## src/rtl/core/e2c_pkg.sv

```systemverilog
`timescale 1ns / 1ps
// e2c_pkg: shared types, constants and tables for the epoch seconds to calendar block
// depends on nothing; imported by every module of the block

package e2c_pkg;

    localparam logic [16:0] SECS_PER_DAY  = 17'd86400;
    localparam logic [11:0] SECS_PER_HOUR = 12'd3600;
    localparam logic [5:0]  SECS_PER_MIN  = 6'd60;

    // reciprocals for the splits: 86400 = 128 * 675, 3600 = 16 * 225, 60 = 4 * 15;
    // after the power-of-two shift, (n * recip) >> k is exact over each input range
    localparam logic [25:0] DAY_RECIP  = 26'd50903317;  // ceil(2^35 / 675)
    localparam logic [13:0] HOUR_RECIP = 14'd9321;      // ceil(2^21 / 225)
    localparam logic [10:0] MIN_RECIP  = 11'd1093;      // ceil(2^14 / 15)

    localparam int          BASE_YEAR_INT = 1970;
    localparam logic [11:0] BASE_YEAR     = 12'(BASE_YEAR_INT);
    localparam logic [6:0]  BASE_MOD100   = 7'(BASE_YEAR_INT % 100);
    localparam logic [8:0]  BASE_MOD400   = 9'(BASE_YEAR_INT % 400);
    // 1970-01-01 was a thursday
    localparam logic [2:0]  BASE_WEEKDAY  = 3'd4;
    localparam logic [3:0]  LAST_MONTH    = 4'd12;

    // time split commands, one registered step each
    typedef logic [2:0] div_cmd_t;
    localparam div_cmd_t DIV_IDLE = 3'd0;  // hold
    localparam div_cmd_t DIV_LOAD = 3'd1;  // take the count, days from it
    localparam div_cmd_t DIV_SOD  = 3'd2;  // seconds of day
    localparam div_cmd_t DIV_HOUR = 3'd3;
    localparam div_cmd_t DIV_SOH  = 3'd4;  // seconds of hour
    localparam div_cmd_t DIV_MIN  = 3'd5;
    localparam div_cmd_t DIV_SEC  = 3'd6;

    typedef struct packed {
        logic load;
        logic year_step;
        logic month_step;
    } cal_cmd_t;

    typedef struct packed {
        logic year_more;
        logic month_more;
    } cal_stat_t;

    // days in a month, february taking 29 in leap years
    function automatic logic [4:0] month_len(input logic [3:0] month, input logic leap);
        logic [4:0] len;
        begin
            case (month)
                4'd2:    len = leap ? 5'd29 : 5'd28;
                4'd4:    len = 5'd30;
                4'd6:    len = 5'd30;
                4'd9:    len = 5'd30;
                4'd11:   len = 5'd30;
                default: len = 5'd31;
            endcase
            return len;
        end
    endfunction

endpackage

```

## src/rtl/core/e2c_div.sv

```systemverilog
`timescale 1ns / 1ps
// e2c_div: splits seconds into days, hours, minutes and seconds by reciprocal multiplies
// depends on e2c_pkg; one registered step per command from e2c_ctrl

module e2c_div
    import e2c_pkg::*;
(
    input  logic        clk,
    input  div_cmd_t    cmd,
    input  logic [31:0] count_seconds,
    output logic [15:0] days,
    output logic [4:0]  hour,
    output logic [5:0]  minute,
    output logic [5:0]  second
);

    logic [16:0] low_reg, low_next;
    logic [15:0] days_reg, days_next;
    logic [16:0] sod_reg, sod_next;
    logic [4:0]  hour_reg, hour_next;
    logic [11:0] soh_reg, soh_next;
    logic [5:0]  min_reg, min_next;
    logic [5:0]  sec_reg, sec_next;
    logic [50:0] days_prod;
    logic [16:0] day_start;
    logic [25:0] hour_prod;
    logic [11:0] hour_start;
    logic [19:0] min_prod;
    logic [5:0]  min_start;

    assign days_prod  = 51'(count_seconds[31:7]) * 51'(DAY_RECIP);
    // remainders are taken in low bits only, each true difference fits them
    assign day_start  = 17'(days_reg) * SECS_PER_DAY;
    assign hour_prod  = 26'(sod_reg[16:4]) * 26'(HOUR_RECIP);
    assign hour_start = 12'(hour_reg) * SECS_PER_HOUR;
    assign min_prod   = 20'(soh_reg[11:2]) * 20'(MIN_RECIP);
    assign min_start  = min_reg * SECS_PER_MIN;

    always_comb
    begin
        low_next  = low_reg;
        days_next = days_reg;
        sod_next  = sod_reg;
        hour_next = hour_reg;
        soh_next  = soh_reg;
        min_next  = min_reg;
        sec_next  = sec_reg;
        case (cmd)
            DIV_LOAD:
            begin
                low_next  = count_seconds[16:0];
                days_next = days_prod[50:35];
            end
            DIV_SOD:  sod_next  = low_reg - day_start;
            DIV_HOUR: hour_next = hour_prod[25:21];
            DIV_SOH:  soh_next  = sod_reg[11:0] - hour_start;
            DIV_MIN:  min_next  = min_prod[19:14];
            DIV_SEC:  sec_next  = soh_reg[5:0] - min_start;
            default:
            begin
                low_next = low_reg;
            end
        endcase
    end

    always_ff @(posedge clk)
    begin
        low_reg  <= low_next;
        days_reg <= days_next;
        sod_reg  <= sod_next;
        hour_reg <= hour_next;
        soh_reg  <= soh_next;
        min_reg  <= min_next;
        sec_reg  <= sec_next;
    end

    assign days   = days_reg;
    assign hour   = hour_reg;
    assign minute = min_reg;
    assign second = sec_reg;

endmodule

```

## src/rtl/core/e2c_cal.sv

```systemverilog
`timescale 1ns / 1ps
// e2c_cal: year and month walk over the day count, weekday kept mod 7 on the way
// depends on e2c_pkg; stepped by e2c_ctrl

module e2c_cal
    import e2c_pkg::*;
(
    input  logic        clk,
    input  cal_cmd_t    cmd,
    input  logic [15:0] days_in,
    output cal_stat_t   stat,
    output logic [11:0] year,
    output logic [3:0]  month,
    output logic [4:0]  day_of_month,
    output logic [2:0]  weekday
);

    logic [11:0] year_reg, year_next;
    logic [6:0]  mod100_reg, mod100_next;
    logic [8:0]  mod400_reg, mod400_next;
    logic [15:0] days_reg, days_next;
    logic [3:0]  month_reg, month_next;
    logic [2:0]  wday_reg, wday_next;
    logic        leap;
    logic [8:0]  year_len;
    logic [4:0]  mlen;
    logic [4:0]  mlen_extra;

    function automatic logic [2:0] add_mod7(input logic [2:0] a, input logic [2:0] b);
        logic [3:0] sum;
        begin
            sum = {1'b0, a} + {1'b0, b};
            if (sum >= 4'd7)
                sum = sum - 4'd7;
            return sum[2:0];
        end
    endfunction

    function automatic logic [2:0] mod7_small(input logic [5:0] v);
        logic [5:0] r;
        begin
            r = v;
            for (int i = 0; i < 5; i++)
            begin
                if (r >= 6'd7)
                    r = r - 6'd7;
            end
            return r[2:0];
        end
    endfunction

    // leap under the 4/100/400 rule
    assign leap     = (year_reg[1:0] == 2'b00) && ((mod100_reg != 7'd0) || (mod400_reg == 9'd0));
    assign year_len = leap ? 9'd366 : 9'd365;
    assign mlen     = month_len(month_reg, leap);
    // month length mod 7
    assign mlen_extra = mlen - 5'd28;

    assign stat.year_more  = days_reg >= {7'd0, year_len};
    assign stat.month_more = (month_reg != LAST_MONTH) && (days_reg >= {11'd0, mlen});

    always_comb
    begin
        year_next   = year_reg;
        mod100_next = mod100_reg;
        mod400_next = mod400_reg;
        days_next   = days_reg;
        month_next  = month_reg;
        wday_next   = wday_reg;
        if (cmd.load)
        begin
            year_next   = BASE_YEAR;
            mod100_next = BASE_MOD100;
            mod400_next = BASE_MOD400;
            days_next   = days_in;
            month_next  = 4'd1;
            wday_next   = BASE_WEEKDAY;
        end
        else if (cmd.year_step)
        begin
            days_next   = days_reg - {7'd0, year_len};
            year_next   = year_reg + 12'd1;
            mod100_next = (mod100_reg == 7'd99) ? 7'd0 : mod100_reg + 7'd1;
            mod400_next = (mod400_reg == 9'd399) ? 9'd0 : mod400_reg + 9'd1;
            wday_next   = add_mod7(wday_reg, leap ? 3'd2 : 3'd1);
        end
        else if (cmd.month_step)
        begin
            days_next  = days_reg - {11'd0, mlen};
            month_next = month_reg + 4'd1;
            wday_next  = add_mod7(wday_reg, mlen_extra[2:0]);
        end
    end

    always_ff @(posedge clk)
    begin
        year_reg   <= year_next;
        mod100_reg <= mod100_next;
        mod400_reg <= mod400_next;
        days_reg   <= days_next;
        month_reg  <= month_next;
        wday_reg   <= wday_next;
    end

    assign year         = year_reg;
    assign month        = month_reg;
    assign day_of_month = days_reg[4:0] + 5'd1;
    assign weekday      = mod7_small({3'd0, wday_reg} + {1'b0, days_reg[4:0]});

endmodule

```

## src/rtl/core/e2c_ctrl.sv

```systemverilog
`timescale 1ns / 1ps
// e2c_ctrl: sequencer for the time split and the calendar walk
// depends on e2c_pkg; drives e2c_div and e2c_cal

module e2c_ctrl
    import e2c_pkg::*;
(
    input  logic      clk,
    input  logic      rst_n,
    input  logic      in_valid,
    output logic      in_ready,
    input  logic      out_full,
    input  logic      out_ready,
    input  cal_stat_t cal_stat,
    output div_cmd_t  div_cmd,
    output cal_cmd_t  cal_cmd,
    output logic      publish
);

    localparam logic [2:0] S_IDLE   = 3'd0;
    localparam logic [2:0] S_SOD    = 3'd1;
    localparam logic [2:0] S_HOUR   = 3'd2;
    localparam logic [2:0] S_SOH    = 3'd3;
    localparam logic [2:0] S_MIN    = 3'd4;
    localparam logic [2:0] S_SEC    = 3'd5;
    localparam logic [2:0] S_FINISH = 3'd6;

    localparam logic [1:0] W_YEAR  = 2'd0;
    localparam logic [1:0] W_MONTH = 2'd1;
    localparam logic [1:0] W_DONE  = 2'd2;

    logic [2:0] state_reg, state_next;
    logic [1:0] walk_reg, walk_next;

    assign in_ready = (state_reg == S_IDLE);

    always_comb
    begin
        state_next = state_reg;
        div_cmd    = DIV_IDLE;
        cal_cmd    = '0;
        publish    = 1'b0;
        case (state_reg)
            S_IDLE:
            begin
                if (in_valid)
                begin
                    div_cmd    = DIV_LOAD;
                    state_next = S_SOD;
                end
            end
            S_SOD:
            begin
                div_cmd      = DIV_SOD;
                cal_cmd.load = 1'b1;
                state_next   = S_HOUR;
            end
            S_HOUR:
            begin
                div_cmd    = DIV_HOUR;
                state_next = S_SOH;
            end
            S_SOH:
            begin
                div_cmd    = DIV_SOH;
                state_next = S_MIN;
            end
            S_MIN:
            begin
                div_cmd    = DIV_MIN;
                state_next = S_SEC;
            end
            S_SEC:
            begin
                div_cmd    = DIV_SEC;
                state_next = S_FINISH;
            end
            S_FINISH:
            begin
                if ((walk_reg == W_DONE) && (!out_full || out_ready))
                begin
                    publish    = 1'b1;
                    state_next = S_IDLE;
                end
            end
            default:
            begin
                state_next = S_IDLE;
            end
        endcase

        // calendar walk runs beside the time split
        walk_next = walk_reg;
        if (state_reg == S_SOD)
            walk_next = W_YEAR;
        else
        begin
            case (walk_reg)
                W_YEAR:
                begin
                    if (cal_stat.year_more)
                        cal_cmd.year_step = 1'b1;
                    else
                        walk_next = W_MONTH;
                end
                W_MONTH:
                begin
                    if (cal_stat.month_more)
                        cal_cmd.month_step = 1'b1;
                    else
                        walk_next = W_DONE;
                end
                W_DONE:
                begin
                    walk_next = W_DONE;
                end
                default:
                begin
                    walk_next = W_DONE;
                end
            endcase
        end
    end

    always_ff @(posedge clk or negedge rst_n)
    begin
        if (!rst_n)
        begin
            state_reg <= S_IDLE;
            walk_reg  <= W_DONE;
        end
        else
        begin
            state_reg <= state_next;
            walk_reg  <= walk_next;
        end
    end

endmodule

```

## src/rtl/core/epoch_seconds_to_calendar_top.sv

```systemverilog
`timescale 1ns / 1ps
// epoch_seconds_to_calendar_top: seconds since 1970-01-01 to gregorian date, time and weekday
// depends on e2c_pkg, e2c_ctrl, e2c_div and e2c_cal

// One word in, one word out. An input word is a 32-bit count of seconds since
// 1970-01-01 00:00:00; the result word gives year, month, day, hour, minute,
// second and weekday (0 is sunday). The block works on one word at a time. On
// the accepting edge the count is captured and split into days by a reciprocal
// multiply; five more steps give seconds of day, hour, seconds of hour, minute
// and second. At the first of those steps the calendar unit takes the day
// count, then walks it one year per cycle (up to 136 years from 1970), then one
// month per cycle, with a turn step after each walk. A result is published
// once the time split and the walk are both done and the output register can
// take it; the walk is longest for dates late in 2105 (135 year steps and 11
// month steps). The next word can be taken in the cycle after publishing. The
// result sits in an output register, so a new word is taken while the last
// result still waits to be read; the following result then waits inside and
// input stalls until the output register is emptied.

module epoch_seconds_to_calendar_top
    import e2c_pkg::*;
(
    input  logic        clk,
    input  logic        rst_n,
    input  logic        in_valid,
    output logic        in_ready,
    input  logic [31:0] count_seconds,
    output logic        out_valid,
    input  logic        out_ready,
    output logic [11:0] calendar_year,
    output logic [3:0]  calendar_month,
    output logic [4:0]  day_of_month,
    output logic [4:0]  hour_of_day,
    output logic [5:0]  minute_of_hour,
    output logic [5:0]  second_of_minute,
    output logic [2:0]  weekday
);

    div_cmd_t    div_cmd;
    cal_cmd_t    cal_cmd;
    cal_stat_t   cal_stat;
    logic        publish;

    // datapath results
    logic [15:0] dp_days;
    logic [4:0]  dp_hour;
    logic [5:0]  dp_minute;
    logic [5:0]  dp_second;
    logic [11:0] dp_year;
    logic [3:0]  dp_month;
    logic [4:0]  dp_day;
    logic [2:0]  dp_weekday;

    // output register
    logic        out_valid_reg, out_valid_next;
    logic [11:0] year_reg;
    logic [3:0]  month_reg;
    logic [4:0]  day_reg;
    logic [4:0]  hour_reg;
    logic [5:0]  minute_reg;
    logic [5:0]  second_reg;
    logic [2:0]  weekday_reg;

    e2c_ctrl u_ctrl
    (
        .clk       (clk),
        .rst_n     (rst_n),
        .in_valid  (in_valid),
        .in_ready  (in_ready),
        .out_full  (out_valid_reg),
        .out_ready (out_ready),
        .cal_stat  (cal_stat),
        .div_cmd   (div_cmd),
        .cal_cmd   (cal_cmd),
        .publish   (publish)
    );

    // seconds -> days, hours, minutes, seconds
    e2c_div u_div
    (
        .clk           (clk),
        .cmd           (div_cmd),
        .count_seconds (count_seconds),
        .days          (dp_days),
        .hour          (dp_hour),
        .minute        (dp_minute),
        .second        (dp_second)
    );

    // days -> year, month, day, weekday
    e2c_cal u_cal
    (
        .clk          (clk),
        .cmd          (cal_cmd),
        .days_in      (dp_days),
        .stat         (cal_stat),
        .year         (dp_year),
        .month        (dp_month),
        .day_of_month (dp_day),
        .weekday      (dp_weekday)
    );

    // full once a result is published, empty once it is taken
    always_comb
    begin
        out_valid_next = out_valid_reg;
        if (publish)
            out_valid_next = 1'b1;
        else if (out_ready)
            out_valid_next = 1'b0;
    end

    always_ff @(posedge clk or negedge rst_n)
    begin
        if (!rst_n)
            out_valid_reg <= 1'b0;
        else
            out_valid_reg <= out_valid_next;
    end

    always_ff @(posedge clk)
    begin
        if (publish)
        begin
            year_reg    <= dp_year;
            month_reg   <= dp_month;
            day_reg     <= dp_day;
            hour_reg    <= dp_hour;
            minute_reg  <= dp_minute;
            second_reg  <= dp_second;
            weekday_reg <= dp_weekday;
        end
    end

    assign out_valid        = out_valid_reg;
    assign calendar_year    = year_reg;
    assign calendar_month   = month_reg;
    assign day_of_month     = day_reg;
    assign hour_of_day      = hour_reg;
    assign minute_of_hour   = minute_reg;
    assign second_of_minute = second_reg;
    assign weekday          = weekday_reg;

endmodule
```

## config.mk

```make
export PLATFORM = sky130hd
export DESIGN_NAME = epoch_seconds_to_calendar_top
export DESIGN_NICKNAME = d
export VERILOG_FILES = /design/src/rtl/core/e2c_pkg.sv /design/src/rtl/core/e2c_div.sv /design/src/rtl/core/e2c_cal.sv /design/src/rtl/core/e2c_ctrl.sv /design/src/rtl/core/epoch_seconds_to_calendar_top.sv
export SDC_FILE = /design/constraint.sdc
export NUM_CORES = 1
export LEC_CHECK = 0
export ABC_AREA = 1
export BUFFER_PORTS_ARGS = -buffer_cell sky130_fd_sc_hd__buf_2
export CAP_MARGIN = 40
export CORE_MARGIN = 2
export CORE_UTILIZATION = 41
export DETAILED_ROUTE_END_ITERATION = 10
export GPL_ROUTABILITY_DRIVEN = 0
export MAX_ROUTING_LAYER = met4
export PLACE_DENSITY = 0.57
export SLEW_MARGIN = 20
export SYNTH_ARGS = -nofsm -noshare
export SYNTH_HDL_FRONTEND = slang
export SYNTH_SLANG_ARGS = --single-unit
```

## constraint.sdc

```tcl
create_clock -name clk -period 4.3 [get_ports clk]
set_input_delay 1.075 -clock clk [delete_from_list [all_inputs] [get_ports clk]]
set_output_delay 1.075 -clock clk [all_outputs]
set_load 0.01 [all_outputs]
```

Word-level counts from Yosys, hierarchy flattened:

Cells that the tools add are included.

* $add $sub $neg: 21
* multiply operators: 6
* $lt $le $gt $ge: 9
* equal/unequal tests: 26
* multiplexer cells: 37
* bitwise logic cells: 1
* reductions and logical operators: 18

Operators with widths (count)
* $mul 25x26->51 const B: 1
* $mux 16: 3
* $ge 6x3->1 const B: 5
* $mul 13x14->26 const B: 1
* $mux 6: 4
* $sub 6x3->6 const B: 4
* $mux 3: 7
* $pmux 3 s7: 1
* $mul 10x11->20 const B: 1
* $eq 3x3->1 const B: 6
* $pmux 3 s6: 1
* $sub 17x17->17: 1
* $ge 16x5->1: 1
* $ge 16x9->1: 1
* $mul 16x10->10 const B: 1
* $sub 16x5->16: 1
* $sub 16x9->16: 1
* $add 12x1->12 const B: 1
* $eq 3x2->1 const B: 4
* $mux 2: 6
* $sub 12x12->12: 1
* $sub 3x3->3 const B: 4
* $mux 1: 11
* $add 9x1->9 const B: 1
* other kinds (37): 50

* flip-flop bits (word level): 177
* input bits: 36
* output and inout port bits: 43
* word-level logic and storage cells: 141

Longest topological paths before layout:

Gate-level depths: netlist of the first run.

* depth in word-level cells: 13
* mapped depth: 33

Modules after synthesis:

A second synthesis of the first run with hierarchy kept.

* cells, all modules: 2999
* area, all modules: 25016.5 um^2

By module, submodules not included
* e2c_div: instances 1, cells each 2287, area each 19164.6 um^2, sequential area each 2372.3 um^2
* e2c_cal: instances 1, cells each 620, area each 4256.6 um^2, sequential area each 1181.1 um^2
* epoch_seconds_to_calendar_top: instances 1, cells each 46, area each 1271.2 um^2, sequential area each 1256.2 um^2
* e2c_ctrl: instances 1, cells each 46, area each 324.1 um^2, sequential area each 126.4 um^2

Least setup slack after synthesis of the first run:

OpenSTA, ideal clock, no wires.

* path type: input to register
* start point: input port count_seconds[29]
* end point: register u_div.days_reg[14], in the netlist u_div.days[14], data pin
* setup time: 0.276 ns
* arrival time: 6.090 ns
* path slack: -2.066 ns
* cell stages on the path: 21
* buffers on the path: 0
* cell sequence: fa_1 > inv_1 > fa_1 > fa_1 > inv_1 > fa_1 > fa_1 > fa_1 > ha_1 > ha_1 > nand2_1 > nor2_1 > inv_1 > nor4_1 > nand4_1 > nand3_1 > nand2_1 > o211ai_1 > nand2_1 > o311ai_0 > xor2_1

* word-level cells in the longest chain between the ends: 1

Ends and longest elaborated chain
* start, declared: line epoch_seconds_to_calendar_top.sv:27 `input logic [31:0] count_seconds,`
* $mul 25x26->51: line e2c_div.sv:31 `assign days_prod = 51'(count_seconds[31:7]) * 51'(DAY_RECIP);`
* via u_div.days_prod[49]: line e2c_div.sv:24 `logic [50:0] days_prod;`
* end signal, assigned: line e2c_div.sv:69 `days_reg <= days_next;`
* end, declared: line e2c_div.sv:18 `logic [15:0] days_reg, days_next;`

The timed path passes the listed nets, and every way through them passes these cells.
A chain may end at the register's enable or synchronous reset.

Worst setup path after layout of the first run:

* start point: input port count_seconds[11]
* end point: register u_div.days_reg[15], in the netlist u_div.days[15], data pin

Same word-level chain as after synthesis.

==> results of run 1 <==
[layout by cell type (no fill, tap or decap), drive strengths merged, types with 30 or more instances in the layout]
master,n
o21ai,94
nor2,98
nand3,63
edfxtp,136
a21oi,120
buf,389
inv,533
dfxtp,35
nand2,281
ha,484
xor2,59
xnor2,30
fa,231
[logic make-up (layout without fill, tap and decap cells)]
kind of cell	count (synthesis)	in the layout	synth area share [%]
xor gates and xnor gates	89	89	3.482
muxes	1	1	0.05030
DFF	177	177	22.05
buffers and inverters	542	950	9.183
and+or+nand+nor	515	515	10.86
AOI/OAI and AO/OA	268	268	6.663
adders and majority gates	715	715	47.71
[final cells by class]
cell class                      count  area, sq um  area share [%]
Multi-Input combinational cell   1588        16680           59.56
Sequential cell                   177         4936           17.62
Timing Repair Buffer              389         2893           10.33
Inverter                          529         1997           7.130
Tap cell                          696        870.8           3.109
Clock buffer                       17        425.4           1.519
Clock inverter                     15        205.2          0.7326
[timing repair]
item	4_1_cts	5_1_grt
setup buffers	26	20
endpoints found under the hold margin	0	0
gates cloned	0	0
hold buffers	0	0
pin swaps	94	105
gates resized for setup	132	107
endpoints found under the setup margin	24	54
[stage by stage]
stage	instances	hold slack (ps)
after global placement	3338	402.0
after global routing	3411	423.7
after floorplan	2307	400.3
after detailed placement	3339	404.5
final	3411	421.3
after CTS	3392	417.5
[metal layers]
layer | vias to the layer above | track usage [%]
met1 | 8009 | 24.58
met3 | 69 | 1.428
met4 | 0 | 4.955
li1 | 8311 | -
met5 | - | -
met2 | 251 | 34.69
[worst max-delay path, cell delays in order]
cell	delay, ps
buf_8	110
fa_2	560
inv_2	40
fa_1	480
inv_1	40
ha_1	260
inv_1	40
fa_1	460
fa_1	510
inv_2	40
fa_2	560
fa_1	450
ha_4	340
nand2_4	80
nor2_4	100
nand2_4	70
nor4_4	210
nand3_2	130
o2111ai_4	150
nand2_1	90
o211ai_1	180
a31oi_1	150
xor2_1	170
[final timing paths]
path / startpoint / endpoint / slack (ps) / cells past startpoint
max: count_seconds[11] / u_div.days[15] / -1820 / 23
min: u_div.low_reg[0] / u_div.sod_reg[0] / 420 / 0
max reg2reg: u_div.sod_reg[13] / u_div.hour[4] / -30 / 17
min reg2reg: u_div.low_reg[0] / u_div.sod_reg[0] / 420 / 0
max in group asynchronous: rst_n / u_ctrl.walk_reg[1] / 3620 / 1
min in group asynchronous: rst_n / u_ctrl.state_reg[0] / 450 / 1
==> qor.yml, run 1 <==
drt:
  firstDrtPassIters: 5
  routed-wl-met3_mm: 1.092
  m1WireLength_mm: 24.34
  met2WireLength_mm: 26.47
  drtIter0Drc: 787
  ant_nets: 0
  wirelength_mm: 53.08
  top_layer_used: "met4"
  avgRoutedWirePerCell_um: 15.56
  via_per_inst: 4.878
  drc: 0
  num_vias: 16640
sta:
  drv_slew: 0
  worstMarginPinSlew_ps: 629.4
  relSlewSlack_pct: 57.89
  fin_crit_sh_pct: 142.3
  fmax_mhz: 163.5
  min_period_ps: 6117
  setup_ws_ps: -1817
  finalSetupViolCount: 18
  rsz0062_at_grt: "yes"
  setup_tns_ps: -25800
  clock_skew_ps: 9.965
  hold_viol: 0
clock_tree:
  clock_latency_ps: 430
  cts_max_path_buffers: 2
  numCtsBuffers: 17
  cts_tree: "done"
  clkSinkCount: 177
  cts_root_buf: "clkbuf_16"
  clk_pin_slew_ps: 80
  h-tree-depth: 4
worst_setup_path:
  crit_path_start_kind: "input pin"
  cp-end-kind: "register"
  critPathMaxFanout: 4
  critical_path_class: "input pin to register"
  crit_arrival_ps: 6300
  crit_required_ps: 4480
floorplan:
  start_util_pct: 41.52
  die_h_um: 237.7
  die_x_um: 237.7
  io_pins: 79
  dieArea_sq_um: 56480
  core_sq_um: 53920
  row_count: 85
grt:
  antenna_found_initial: 0
  grt_pass1_vias: 17420
  overflow: 0
  grt_first_pass_wirelength_mm: 86.64
  grt_start_max_net_pins: 42
  grtUsageTotal_pct: 19.71
synth:
  synthTopCellsByArea: "ha_1 27%, fa_1 21%, edfxtp_1 18%"
  synth-seq-cells: 177
  yosysTopAreaCell: "ha_1"
  ys_seq_area_share_pct: 22.05
  synth_flop_cell: "edfxtp_1"
  async_flop_share_pct: 3.390
  yosys-top-cells-count: "518 x inv_1, 484 x ha_1, 252 x nand2_1"
  netlist.area_leader.share_pct: 27.05
  ys_types: 62
  synth_enable_flop_cells: 136
  netlist_area_sq_um: 22390
  synthesis.nets: 3058
  post-synth-top-count-cell: "inv_1"
  syn_avg_cell_area_sq_um: 9.703
  syn_inst: 2307
  synth_warnings: 0
layout:
  finalInstanceArea_sq_um: 28010
  syn_to_final_growth_pct: 25.12
  antennaDiodeCount: 0
  fillers: 4804
  fin_nets: 3453
  drive_above_1_share_pct: 25.75
  final_util_pct: 51.94
run_status:
  violations: "setup timing"
  status: "finished, violations left"
placement:
  placed_area_sq_um: 26080
  dp_hpwl_mm: 45.21
  place_ws_ps: -2503
  portBuffers: 78
worst_hold_path:
  hold_path_class: "register to register"
job:
  maxCapViolations: 0
Power of run 1 is not shown: default switching activity piles up to over one toggle a cycle in this logic, so the estimate is an artifact.
==> inputs of run 2 (changes only) <==
--- a/config.mk
+++ b/config.mk
@@ -5,7 +5,6 @@
 export SDC_FILE = /design/constraint.sdc
 export NUM_CORES = 1
 export LEC_CHECK = 0
-export ABC_AREA = 1
 export BUFFER_PORTS_ARGS = -buffer_cell sky130_fd_sc_hd__buf_2
 export CAP_MARGIN = 40
 export CORE_MARGIN = 2
@@ -14,6 +13,7 @@
 export GPL_ROUTABILITY_DRIVEN = 0
 export MAX_ROUTING_LAYER = met4
 export PLACE_DENSITY = 0.57
+export SETUP_SLACK_MARGIN = 0.05
 export SLEW_MARGIN = 20
 export SYNTH_ARGS = -nofsm -noshare
 export SYNTH_HDL_FRONTEND = slang
==> constraint.sdc (replaced) <==
create_clock -name clk -period 4.3 [get_ports clk]
set_input_delay 1.075 -clock clk [delete_from_list [all_inputs] [get_ports clk]]
set_output_delay 1.075 -clock clk [all_outputs]
set_load 0.005 [all_outputs]
==> qor.yml, run 2 <==
run_status:
  status: "finished, violations left"
  violations: "setup timing"
sta:
  rsz0062_at_grt: "yes"
  worstMarginPinSlew_ps: 737.4
  min_period_ps: 6559
  fin_crit_sh_pct: 152.5
  fmax_mhz: 152.5
  finalSetupViolCount: 23
  setup_ws_ps: -2259
  hold_viol: 0
  relSlewSlack_pct: 49.57
  clock_skew_ps: 8.247
  drv_slew: 0
floorplan:
  start_util_pct: 41.32
  die_x_um: 233.9
  dieArea_sq_um: 54700
  row_count: 84
  die_h_um: 233.9
  core_sq_um: 52450
  io_pins: 79
grt:
  grt_first_pass_wirelength_mm: 80.61
  grtUsageTotal_pct: 19.22
  grt_pass1_vias: 16470
  overflow: 0
  grt_start_max_net_pins: 54
  antenna_found_initial: 0
drt:
  ant_nets: 0
  num_vias: 15240
  firstDrtPassIters: 6
  drc: 0
  wirelength_mm: 48.65
  via_per_inst: 4.906
  avgRoutedWirePerCell_um: 15.66
  drtIter0Drc: 592
synth:
  netlist.area_leader.share_pct: 27.95
  synth_flop_cell: "edfxtp_1"
  yosys-top-cells-count: "484 x ha_1, 433 x inv_1, 231 x fa_1"
  ys_types: 80
  syn_inst: 2036
  synth_enable_flop_cells: 136
  post-synth-top-count-cell: "ha_1"
  async_flop_share_pct: 3.390
  synth-seq-cells: 177
  syn_avg_cell_area_sq_um: 10.64
  netlist_area_sq_um: 21670
  synth_warnings: 0
  ys_seq_area_share_pct: 22.78
  yosysTopAreaCell: "ha_1"
  synthesis.nets: 2787
  synthTopCellsByArea: "ha_1 28%, fa_1 21%, edfxtp_1 19%"
clock_tree:
  clk_pin_slew_ps: 70
  clkSinkCount: 177
  numCtsBuffers: 17
  cts_max_path_buffers: 2
  h-tree-depth: 4
  cts_tree: "done"
  clock_latency_ps: 440
  cts_root_buf: "clkbuf_16"
layout:
  final_cell_mix: "455 x ha_1, 415 x inv_1, 287 x buf_4"
  layout_commonest_cell: "ha_1"
  final_util_pct: 50.60
  antennaDiodeCount: 0
  fin_nets: 3157
  syn_to_final_growth_pct: 22.46
  drive_above_1_share_pct: 23.23
  fin_cells: 3107
worst_setup_path:
  crit_top_cell: "fa_1"
  critPathMaxFanout: 4
  crit_path_start_kind: "input pin"
  crit_arrival_ps: 6750
  crit_path_top_delay_cell: "fa_1"
  cp-end-kind: "register"
  cp_top_family: "adder cells"
  worst-path-buf-inv: 9
  max_stage_delay_ps: 530
  crit_required_ps: 4490
  critical_path_class: "input pin to register"
job:
  maxCapViolations: 0
placement:
  dp_hpwl_mm: 41.58
  place_ws_ps: -2766
  dp.cells: 3049
  portBuffers: 78
worst_hold_path:
  hold_path_class: "register to register"
[run 2: cell types whose count changed after synthesis, sizes merged, moves of 17 or more]
cell / change
o21ai: -34
nand3: -39
nand2: -203
inv: -94
a21oi: -45
xor2: -17
xnor2: +44
[run 2: repair_timing]
item | 4_1_cts | 5_1_grt
pin swaps | 55 | 53
hold buffers | 0 | 0
gates resized for setup | 70 | 61
endpoints found under the setup margin | 24 | 55
buffers inserted | 20 | 16
[run 2: cells by family (layout without fill, tap and decap cells)]
logic type,Yosys count,after routing,synth area share [%]
muxes,10,10,0.5312
and+or+nand+nor,316,316,7.264
buffers and inverters,461,844,8.113
xor gates and xnor gates,117,117,4.793
AOI/OAI and AO/OA,239,239,7.183
adders and majority gates,716,716,49.34
DFF,177,177,22.78
[run 2: layout make-up]
cell class / count / area, sq um
tap: 688 / 860.8
sequential: 177 / 4936
multi-input combinational: 1398 / 15770
timing repair buffer: 379 / 2789
fill: 4726 / 25910
clock inverter: 15 / 125.1
inverter: 433 / 1625
clock buffer: 17 / 425.4
[run 2: layer usage]
metal,GRT usage [%],wire length (um),up-vias
met5,-,0,-
met2,34.08,24720,230
met1,23.40,21670,7423
met3,1.678,1173,62
li1,-,-,7528
met4,5.340,1083,0
[run 2: through the flow]
stage                     instance area [sq um]  hold WS, ps  TNS [ps]
after floorplan                           21950        400.3    -34480
after global placement                    25160        403.1    -44240
after detailed placement                  25180        404.5    -46230
after CTS                                 26160        421.2    -36640
after global routing                      26540        430.5    -41780
final                                     26540        419.4    -37670
[run 2: worst paths after layout]
kind	from	endpoint	slack [ps]	cells after the start
worst min-delay path	u_div.minute[5]	minute_of_hour[5]	420	0
worst min register to register	u_div.minute[5]	minute_of_hour[5]	420	0
worst max-delay path	count_seconds[19]	u_div.days[11]	-2260	25
min in group asynchronous	rst_n	u_ctrl.state_reg[0]	460	1
max in group asynchronous	rst_n	u_ctrl.walk_reg[1]	3590	1
worst max register to register	u_cal.days_reg[0]	weekday[1]	-1390	24
Power of run 2 is left out for the same reason.
